`src/hdl/segment_tree_range_combine_defines.svh`:
```
// ----------------------------------------------------------------------------
// Segment tree range combine: assertion macros
// Shared property shorthands for the block's checks, clocked on i_clk and
// held off while i_rst_n is low.
// ----------------------------------------------------------------------------
`ifndef SEGMENT_TREE_RANGE_COMBINE_DEFINES_SVH
`define SEGMENT_TREE_RANGE_COMBINE_DEFINES_SVH

// same-cycle implication
`define STRC_ASSERT_NOW(lbl, ante, cons) \
    lbl: assert property (@(posedge i_clk) disable iff (!i_rst_n) (ante) |-> (cons)) \
        else $error("strc check failed");

// next-cycle implication
`define STRC_ASSERT_NEXT(lbl, ante, cons) \
    lbl: assert property (@(posedge i_clk) disable iff (!i_rst_n) (ante) |=> (cons)) \
        else $error("strc check failed");

`endif

```
`src/hdl/strc_pkg.sv`:
```
// ----------------------------------------------------------------------------
// Segment tree range combine: shared package
// Types, codes, identities and the combining operation used by the
// controller, the datapath and the top level.
// ----------------------------------------------------------------------------
package strc_pkg;

    localparam int unsigned LEAVES_DEFAULT = 1024;
    localparam int unsigned DATA_W         = 64;

    // identities of the min and max modes
    localparam logic [DATA_W-1:0] IDENT_MIN = 64'd1000000000000000000;
    localparam logic [DATA_W-1:0] IDENT_MAX = 64'd0 - 64'd1000000000000000000;

    typedef enum logic [1:0] {
        MODE_SUM = 2'd0,
        MODE_MIN = 2'd1,
        MODE_MAX = 2'd2,
        MODE_XOR = 2'd3
    } t_mode;

    typedef enum logic [1:0] {
        REQ_SET    = 2'd0,
        REQ_UPDATE = 2'd1,
        REQ_QUERY  = 2'd2,
        REQ_CLEAR  = 2'd3
    } t_req;

    // controller to datapath
    typedef struct packed {
        logic load_req;   // latch the accepted beat
        logic set_leaf;   // write leaf with operand, fetch sibling
        logic rd_leaf;    // fetch leaf for combine
        logic upd_leaf;   // write combined leaf, fetch sibling
        logic up_step;    // write one parent, fetch next sibling
        logic q_init;     // load range bounds and partial results
        logic q_issue;    // fetch boundary nodes of this level
        logic q_acc;      // fold fetched nodes into partial results
        logic q_shift;    // climb one level
        logic clr_step;   // write one node of the sweep
        logic clr_zero;   // sweep writes zero rather than identity
        logic load_out;   // fill output register
    } t_cmd;

    // datapath to controller
    typedef struct packed {
        t_req req;
        logic err;
        logic l_lt_r;
        logic l_odd;
        logic r_odd;
        logic at_root;
        logic clr_last;
    } t_sts;

    function automatic logic [DATA_W-1:0] f_identity(input t_mode mode);
        logic [DATA_W-1:0] id;
        case (mode)
            MODE_MIN: id = IDENT_MIN;
            MODE_MAX: id = IDENT_MAX;
            default:  id = '0;
        endcase
        return id;
    endfunction

    function automatic logic [DATA_W-1:0] f_combine(input t_mode mode,
                                                    input logic [DATA_W-1:0] a,
                                                    input logic [DATA_W-1:0] b);
        logic [DATA_W-1:0] res;
        case (mode)
            MODE_SUM: res = a + b;
            MODE_MIN: res = ($signed(b) < $signed(a)) ? b : a;
            MODE_MAX: res = ($signed(a) < $signed(b)) ? b : a;
            MODE_XOR: res = a ^ b;
            default:  res = a ^ b;
        endcase
        return res;
    endfunction

endpackage

```
`src/hdl/strc_ctrl.sv`:
```
// ----------------------------------------------------------------------------
// Segment tree range combine: controller
// Sequences the reset sweep, leaf writes with the walk to the root, range
// queries level by level, the clear sweep and the result hand-off.
// ----------------------------------------------------------------------------
module strc_ctrl (
    input  logic           i_clk,
    input  logic           i_rst_n,
    input  logic           i_in_valid,
    output logic           o_in_stall,
    output logic           o_out_valid,
    input  logic           i_out_stall,
    input  strc_pkg::t_sts i_sts,
    output strc_pkg::t_cmd o_cmd
);

    typedef enum logic [8:0] {
        S_INIT     = 9'b000000001,
        S_IDLE     = 9'b000000010,
        S_DISPATCH = 9'b000000100,
        S_U_LEAF   = 9'b000001000,
        S_U_UP     = 9'b000010000,
        S_Q_TEST   = 9'b000100000,
        S_Q_DAT    = 9'b001000000,
        S_CLEAR    = 9'b010000000,
        S_FINISH   = 9'b100000000
    } t_state;

    t_state         r_state;
    t_state         n_state;
    logic           r_out_valid;
    logic           n_out_valid;
    logic           out_free;
    strc_pkg::t_cmd cmd;

    assign out_free = !r_out_valid || !i_out_stall;

    // next state and commands
    always_comb begin
        n_state = r_state;
        cmd     = '0;
        case (r_state)
            S_INIT: begin
                cmd.clr_step = 1'b1;
                cmd.clr_zero = 1'b1;
                if (i_sts.clr_last) begin
                    n_state = S_IDLE;
                end
            end
            S_IDLE: begin
                if (i_in_valid) begin
                    cmd.load_req = 1'b1;
                    n_state      = S_DISPATCH;
                end
            end
            S_DISPATCH: begin
                if (i_sts.err) begin
                    n_state = S_FINISH;
                end else begin
                    case (i_sts.req)
                        strc_pkg::REQ_SET: begin
                            cmd.set_leaf = 1'b1;
                            n_state      = S_U_UP;
                        end
                        strc_pkg::REQ_UPDATE: begin
                            cmd.rd_leaf = 1'b1;
                            n_state     = S_U_LEAF;
                        end
                        strc_pkg::REQ_QUERY: begin
                            cmd.q_init = 1'b1;
                            n_state    = S_Q_TEST;
                        end
                        default: begin
                            n_state = S_CLEAR;
                        end
                    endcase
                end
            end
            S_U_LEAF: begin
                cmd.upd_leaf = 1'b1;
                n_state      = S_U_UP;
            end
            S_U_UP: begin
                cmd.up_step = 1'b1;
                if (i_sts.at_root) begin
                    n_state = S_FINISH;
                end
            end
            S_Q_TEST: begin
                if (!i_sts.l_lt_r) begin
                    n_state = S_FINISH;
                end else if (i_sts.l_odd || i_sts.r_odd) begin
                    cmd.q_issue = 1'b1;
                    n_state     = S_Q_DAT;
                end else begin
                    cmd.q_shift = 1'b1;
                end
            end
            S_Q_DAT: begin
                cmd.q_acc   = 1'b1;
                cmd.q_shift = 1'b1;
                n_state     = S_Q_TEST;
            end
            S_CLEAR: begin
                cmd.clr_step = 1'b1;
                if (i_sts.clr_last) begin
                    n_state = S_FINISH;
                end
            end
            S_FINISH: begin
                if (out_free) begin
                    cmd.load_out = 1'b1;
                    n_state      = S_IDLE;
                end
            end
            default: begin
                n_state = S_IDLE;
            end
        endcase
    end

    // hold result until taken
    always_comb begin
        n_out_valid = (r_out_valid && i_out_stall) || cmd.load_out;
    end

    always_ff @(posedge i_clk) begin
        if (!i_rst_n) begin
            r_state     <= S_INIT;
            r_out_valid <= 1'b0;
        end else begin
            r_state     <= n_state;
            r_out_valid <= n_out_valid;
        end
    end

    assign o_in_stall  = (r_state != S_IDLE);
    assign o_out_valid = r_out_valid;
    assign o_cmd       = cmd;

endmodule

```
`config.mk`:
```
export PLATFORM = sky130hd
export DESIGN_NAME = strc_ctrl
export DESIGN_NICKNAME = d
export VERILOG_FILES = /design/src/hdl/segment_tree_range_combine_defines.svh /design/src/hdl/strc_pkg.sv /design/src/hdl/strc_ctrl.sv
export SDC_FILE = /design/constraint.sdc
export NUM_CORES = 1
export LEC_CHECK = 0
export BUFFER_PORTS_ARGS = -buffer_cell sky130_fd_sc_hd__buf_2
export CAP_MARGIN = 5
export CORE_MARGIN = 3
export CORE_UTILIZATION = 52
export CTS_CLUSTER_DIAMETER = 80
export DETAILED_ROUTE_END_ITERATION = 16
export GPL_ROUTABILITY_DRIVEN = 0
export PLACE_DENSITY = 0.85
export RECOVER_POWER = 25
export REMOVE_ABC_BUFFERS = 1
export SLEW_MARGIN = 40
export SYNTH_ARGS = -nofsm -noshare
export SYNTH_HDL_FRONTEND = slang
export SYNTH_SLANG_ARGS = --single-unit
export TNS_END_PERCENT = 100
```
`constraint.sdc`:
```
create_clock -name i_clk -period 3.55 [get_ports i_clk]
set_clock_uncertainty 0.05 [all_clocks]
set_input_delay 0.355 -clock i_clk [delete_from_list [all_inputs] [get_ports i_clk]]
set_output_delay 0.355 -clock i_clk [all_outputs]
set_load 0.01 [all_outputs]
```
-- Word-level counts from Yosys, hierarchy flattened
Cells that the tools add are included.
- reductions and logical operators: 9
- muxes and demuxes: 32
- equality and inequality tests: 18
- operator list (kind ; number):
    $pmux W9 S9 ; 1
    $mux W9 ; 8
    $pmux W8 S3 ; 1
    $mux W1 ; 19
    $ne A2 B2 Y1 const B ; 5
    $eq A9 B1 Y1 const B ; 1
    $eq A9 B2 Y1 const B ; 1
    $eq A9 B3 Y1 const B ; 1
    $eq A9 B4 Y1 const B ; 1
    $eq A9 B5 Y1 const B ; 1
    $eq A9 B6 Y1 const B ; 1
    $eq A9 B7 Y1 const B ; 1
    $eq A9 B8 Y1 const B ; 1
    $eq A9 B9 Y1 const B ; 1
    $ne A9 B2 Y1 const B ; 1
    $reduce_and A6 Y1 ; 1
    $mux W2 ; 2
    $logic_or A1 B1 Y1 ; 3
    $ne A3 B3 Y1 const B ; 1
    $eq A2 B1 Y1 const B ; 1
    $eq A2 B2 Y1 const B ; 1
    $logic_not A1 Y1 ; 2
    $logic_not A2 Y1 ; 1
    $pmux W1 S2 ; 1
    2 further kinds ; 2
- word-level logic and storage cells: 61
- output and inout bits: 14
- register bits after elaboration: 10
- bits of input ports: 12

-- Logic depth before layout (Yosys ltp)
Gate-level depths: netlist of run 1.
- depth after elaboration: 5
- depth in mapped cells: 7
- mapped depth without buffers: 5

-- Worst setup path after synthesis of run 1
No wires, ideal clock.
- path type: flip-flop to output port
- start: register r_state[6]
- end: output o_cmd[6] (netlist bit)
- stages on the path, launching flop included: 7
- setup slack: 1.337 ns
- buffers on the path: 2
- data arrival time: 1.808 ns
- data required time: 3.145 ns
- cells stage by stage: dfxtp_1 > clkbuf_2 > or4_1 > buf_2 > nor4_4 > nand2b_1 > nor3b_1
- RTL lines (what ; RTL line ; RTL):
    start: declaration ; strc_ctrl.sv:29 ; t_state r_state;
    start signal: assignment ; strc_ctrl.sv:132 ; r_state <= n_state;
    end: declaration ; strc_ctrl.sv:14 ; output strc_pkg::t_cmd o_cmd

==> out/results.tsv, run 1 <==
stage	metric	value	unit
synth	synth_top_area_share	25.4	%
clock_tree	hold_buffers	0	
route	drt_iter0_markers	45	
critical_path	path_max_fanout	11	
clock_tree	clockBufferDepth	2	
synth	yosysWarnings	0	
floorplanning	fp.dieW	44.9	um
global_route	met1_usage	28.3	%
layout	seq_area	200	um2
clock_tree	cts_sinks	10	
global_route	antenna_found_initial	0	
power_and_ir_drop	p_per_area	322	mW/mm2
synth	ys_async_sr_fraction	0	%
route	route.detailed.drc	0	
job	maxCapViolations	0	
route	drtAntennaViolNets	0	
timing	rsz0062_at_grt	no	
clock_tree	ctsResizeCount	0	
layout	multi_input_comb_area	523	um2
synth	synth_largest_area_cell	dfxtp_1	
placed_design	hpwl	1550	um
layout	final_cell_area	921	um2
timing	report.final.slew_viol_count	0	
floorplanning	die_h	44.9	um
global_route	grt_pass1_wl	3390	um
clock_tree	clockRootBuffer	clkbuf_4	
synth	synth.area.top_cells	dfxtp_1, a21oi_1, nor3_1, nor2_1, o32ai_4	
power_and_ir_drop	p_leak	0.394	nW
layout	num_antenna_cells	0	
synth	synthCells	100	
route	vias	874	
route	wl_per_cell	14.9	um
timing	fin_tns_setup	0	ns
layout	fillCellCount	127	
timing	worst_pin_slew	0.416	ns
timing	fin_crit	2.83	ns
synth	avgSynthCellArea	7.87	um2
hold_path	hp-class	input port to flip-flop	
layout	final_nets	137	
synth	synthesis.area	787	um2
synth	synth.distinct_cells	43	
placed_design	io_buffers	25	
critical_path	critPathLaunchType	flip-flop	
critical_path	cp_cell_sequence	or4_1, nor4_1, nand2b_1, nor3b_1, buf_2	
layout	syn_to_final_growth	17.0	%
global_route	grtUsageMet3	6.77	%
route	drt_wl_total	2080	um
critical_path	crit_path_end_kind	output port	
power_and_ir_drop	peakVddDrop	0.204	mV
synth	synth-seq-cells	10	
route	drtPass1Iterations	5	
critical_path	crit_buf_inv	1	
floorplanning	placementRows	13	
synth	synth-edff-count	0	
timing	finalCritPeriodShare	79.7	%
clock_tree	insertion_delay	0.27	ns
critical_path	cpPeakStageDelay	0.67	ns
critical_path	critical-path-slowest-cell	or4_1	
global_route	grt_pass1_vias	788	
global_route	use_met2	37.5	%
clock_tree	cts_htree_levels	1	
critical_path	cp.arrival	2.42	ns
clock_tree	cts_setup_buffers	0	
global_route	grt_overflow	0	
floorplanning	start_util	57.6	%
global_route	grt_max_degree	12	
synth	yosysSeqAreaShare	25.4	%
clock_tree	tritoncts	built	
global_route	track_usage	23.0	%
timing	setup-violations-final	0	
global_route	grt.busiest_layer	met2	
floorplanning	dieArea	0.00202	mm2
timing	hold_viol	0	
timing	slew_headroom	72.0	%
floorplanning	core_area	0.00137	mm2
run_status	status	complete, no violations	
timing	fmax	0.353	GHz
placed_design	place_area	905	um2
floorplanning	pin_count	26	
critical_path	crit_type	flip-flop to output port	
route	routed_via_density	6.29	
critical_path	cp_top_family	simple AND/OR/NAND/NOR gates	
clock_tree	cts_made_buffers	3	
synth	ys.flop_type	dfxtp_1	
critical_path	critPathRequiredTime	3.14	ns
layout	final_layout_size_suffix_gt1_share	30.6	%
clock_tree	clk_pin_slew	0.08	ns
where the power goes:
group / internal, mW / switching, mW / leakage (nW)
Sequential: 0.116 / 0.00760 / 0.0813
Clock: 0.0623 / 0.0457 / 0.0210
Combinational: 0.0280 / 0.0377 / 0.292
Total: 0.206 / 0.0910 / 0.394
state kept, by name, indices dropped and copies added, names as in the netlist:
register,cells
o_out_valid,1
r_state,9
final cells by class:
type,instances,share of cell area [%]
sequential,10,21.7
clock buffer,4,3.94
timing repair buffer,26,13.9
inverter,4,1.63
tap,15,2.04
multi-input combinational,80,56.8
logic make-up (layout without fill, tap and decap cells):
logic type | after synthesis | in the layout | share of synthesized area (%)
buffers and inverters | 10 | 34 | 6.20
XOR/XNOR | 3 | 3 | 3.34
flip-flops | 10 | 10 | 25.4
AND/OR/NAND/NOR | 52 | 52 | 42.6
AO/OA/AOI/OAI | 25 | 25 | 22.4
cells in the mapped netlist (2+ instances only):
library cell,n
dfxtp_1,10
a21oi_1,8
nor2_1,8
nor3_1,6
o21ai_0,5
inv_1,4
nand3_1,4
nand2_1,3
nand2b_1,3
nor4_1,3
or2_2,3
or4_1,3
buf_2,2
buf_4,2
nor2b_1,2
nor3b_1,2
o211ai_1,2
o21a_1,2
o21ai_1,2
or3_1,2
xor2_1,2
worst reg2reg max path, delay by kind of cell (launching register included):
family / cells / cell delay, ns
and+or+nand+nor: 3 / 1.51
DFF: 1 / 0.40
AOI/OAI and AO/OA: 2 / 0.26
placed cells by master, fill, tap and decap left out, types with 2 or more instances in the layout:
master    instances
inv_1             4
or2_2             3
nor2b_1           2
nor4_1            4
or4_1             3
nand3_1           4
xor2_1            2
o21ai_0           5
o21a_1            2
nand2_1           3
buf_2            24
o211ai_1          2
or3_1             2
a21oi_1           8
clkbuf_4          3
dfxtp_1          10
nor3_1            6
nand2b_1          3
o21ai_1           2
nor2_1            8
nor3b_1           2
clkbuf_1          2
through the flow:
step / total power [mW] / setup slack [ns] / utilization, % / std cells / hold slack (ns)
finish: 0.297 / 0.720 / 67.4 / 139 / 0.256
global route: 0.314 / 0.504 / 67.4 / 139 / 0.266
CTS: 0.299 / 0.896 / 68.9 / 139 / 0.259
detailed placement: 0.193 / 1.22 / 66.2 / 135 / 0.435
global placement: 0.191 / 1.27 / 66.2 / 135 / 0.430
floorplan: 0.168 / 1.37 / - / 94 / 0.381
path summary, 6_finish.rpt:
| path | start | endpoint | slack [ns] | depth (start not counted) |
|---|---|---|---|---|
| hold / removal | i_rst_n | r_state[0]$_SDFFE_PN1P_ | 0.26 | 2 |
| setup / recovery | r_state[5]$_SDFFE_PN0P_ | o_cmd[6] | 0.72 | 5 |
| hold reg to reg | o_out_valid$_SDFF_PN0_ | o_out_valid$_SDFF_PN0_ | 0.45 | 2 |
| setup reg to reg | r_state[5]$_SDFFE_PN0P_ | r_state[8]$_SDFFE_PN0P_ | 1.26 | 5 |
layer usage:
metal	part of all wire, %	vias to the layer above
li1	-	422
met1	42	402
met2	47	48
met3	9.6	2
met4	0.63	0
met5	0	-
Power figures use the tool's default switching activity.
==> run 2: changes to the inputs <==
Settings changed: CORE_UTILIZATION 52 to 44, PLACE_DENSITY 0.85 to 0.77.
Clock period 3.55 ns to 2.5 ns, I/O delays scaled along.
==> run 2 against run 1 <==
Clock power grew 4%. Count of clock-buffer cells in the layout shrank 1. Combinational power grew 66%. Non-clock buffer count grew 3. First-iteration DRC count shrank 47%. Flip-flop and latch count is the same. Setup slack lost 0.60 ns. Highest routed layer unchanged. Cell count grew 7.9%. Register-to-register slack lost 1.0 ns.
==> out/results.tsv, run 2 (synthesis results as in run 1) <==
stage	metric	value	unit
run_status	status	complete, no violations	
power_and_ir_drop	p_leak	0.411	nW
placed_design	dp_cells	147	
power_and_ir_drop	intPower	0.266	mW
floorplanning	die_h	48.3	um
power_and_ir_drop	pwr-share-seq	43.7	%
layout	final_nets	140	
timing	slew_headroom	69.9	%
timing	report.final.slew_viol_count	0	
floorplanning	fp.dieW	48.3	um
floorplanning	pin_count	26	
critical_path	crit_type	flip-flop to output port	
clock_tree	clockRootBuffer	clkbuf_4	
critical_path	crit_start	r_state[2]$_SDFFE_PN0P_	
layout	largest_register_ffs	9	
power_and_ir_drop	p_per_area	402	mW/mm2
hold_path	hp-class	input port to flip-flop	
timing	hold_viol	0	
floorplanning	core_area	0.00159	mm2
route	wl_per_cell	14.2	um
route	drt_wl_total	2140	um
clock_tree	tritoncts	built	
critical_path	cp_top_family	simple AND/OR/NAND/NOR gates	
placed_design	hpwl	1650	um
critical_path	cpPeakStageDelay	0.64	ns
critical_path	crit_path_end_kind	output port	
timing	fin_ws	0.122	ns
route	drtAntennaViolNets	0	
timing	finalCritPeriodShare	95.1	%
floorplanning	dieArea	0.00233	mm2
placed_design	dp_slack	0.225	ns
job	maxCapViolations	0	
timing	worst_pin_slew	0.448	ns
clock_tree	clk_pin_slew	0.07	ns
clock_tree	cts_made_buffers	3	
layout	top_register	r_state	
hold_path	worstHoldStart	i_rst_n	
global_route	grt_pass1_vias	811	
clock_tree	cts_sinks	10	
critical_path	path_max_fanout	8	
timing	rsz0062_at_grt	no	
route	drt_iter0_markers	24	
layout	num_antenna_cells	0	
power_and_ir_drop	clock_power_share	28.5	%
layout	stdcell_count	150	
layout	syn_to_final_growth	24.0	%
global_route	grt_max_degree	12	
clock_tree	insertion_delay	0.26	ns
critical_path	cp.arrival	2.08	ns
global_route	grt_pass1_wl	3460	um
critical_path	critical-path-slowest-cell	or4_1	
route	routed_via_density	6.12	
power_and_ir_drop	total_power	0.392	mW
power_and_ir_drop	peakVddDrop	0.232	mV
placed_design	io_buffers	25	
timing	setup-violations-final	0	
floorplanning	start_util	49.4	%
timing	fin_tns_setup	0	ns
layout	final_cell_mix	buf_2, dfxtp_1, nor2_1, a21oi_1, nor3_1	
timing	whs	0.162	ns
route	drtPass1Iterations	5	
global_route	grt_overflow	0	
critical_path	critPathLaunchType	flip-flop	
clock_tree	clockBufferDepth	2	
clock_tree	hold_buffers	0	
floorplanning	placementRows	14	
timing	fmax	0.421	GHz
clock_tree	cts_htree_levels	1	
clock_tree	cts_setup_buffers	0	
global_route	antenna_found_initial	0	
critical_path	timing.rr.start	r_state[2]$_SDFFE_PN0P_	
layout	final_common_cell	buf_2	
power_and_ir_drop	p_sw_share	32.1	%
route	route.detailed.drc	0	
timing	fin_crit	2.38	ns
power_and_ir_drop	switching_power	0.126	mW
layout	final_layout_size_suffix_gt1_share	36.5	%
critical_path	critPathRequiredTime	2.20	ns
critical_path	crit_buf_inv	1	
global_route	track_usage	21.3	%
route	vias	918	
critical_path	cp_cell_sequence	or4_1, or4_4, nor3_1, buf_2	
power_and_ir_drop	power_frac_comb	27.8	%
[run 2: cell count changes in the layout (fill, tap and decap cells not counted)]
cell,delta
clkbuf_8,-1
dfxtp_2,+1
nor4_4,+1
nor3b_2,+1
or4_1,-1
nor3b_1,-1
nor4_1,-1
buf_4,+4
nor4bb_1,-1
clkbuf_1,-1
dfxtp_1,-1
or4_4,+1
nor4bb_2,+1
[run 2: timing repair]
action,4_1_cts,5_1_grt
cloned,0,0
hold endpoints to repair,0,0
gates resized for setup,1,4
setup endpoints to repair,2,4
[run 2: final timing paths]
kind                                           endpoint  slack, ns  cells past startpoint
worst max-delay path                           o_cmd[1]       0.12                      4
worst min-delay path            r_state[0]$_SDFFE_PN1P_       0.16                      2
worst max register to register  r_state[8]$_SDFFE_PN0P_       0.26                      5
worst min register to register   o_out_valid$_SDFF_PN0_       0.45                      2
[run 2: final cells by class]
class	count	area, um2
fill	147	618
inverter	4	15.0
multi-input combinational	80	553
timing repair buffer	29	154
clock buffer	3	22.5
sequential	10	201
tap	24	30.0
[run 2: worst register-to-register path, delay by kind of cell, from the launching register on]
family	cells	cell delay, ns
and+or+nand+nor	3	1.32
DFF	1	0.39
AOI/OAI and AO/OA	2	0.38
[run 2: per-stage QoR]
step	area [um2]	util, %
after detailed placement	938	58.9
final	976	61.2
after floorplan	753	-
after CTS	965	60.5
after global routing	976	61.2
after global placement	938	58.9
[run 2: power groups by stage]
stage	combinational (mW)	sequential [mW]	clock, mW
3_3_place_gp	0.102	0.175	0
2_1_floorplan	0.0619	0.177	0
4_1_cts	0.107	0.171	0.113
3_5_place_dp	0.106	0.175	0
5_1_grt	0.120	0.172	0.123
6_report	0.109	0.171	0.112
[run 2: metal layers]
layer / share of wire [%] / global-route usage (%)
met5: 0 / 0
met3: 8.9 / 5.90
met4: 4.1 / 13.4
met1: 41 / 26.2
met2: 46 / 32.6
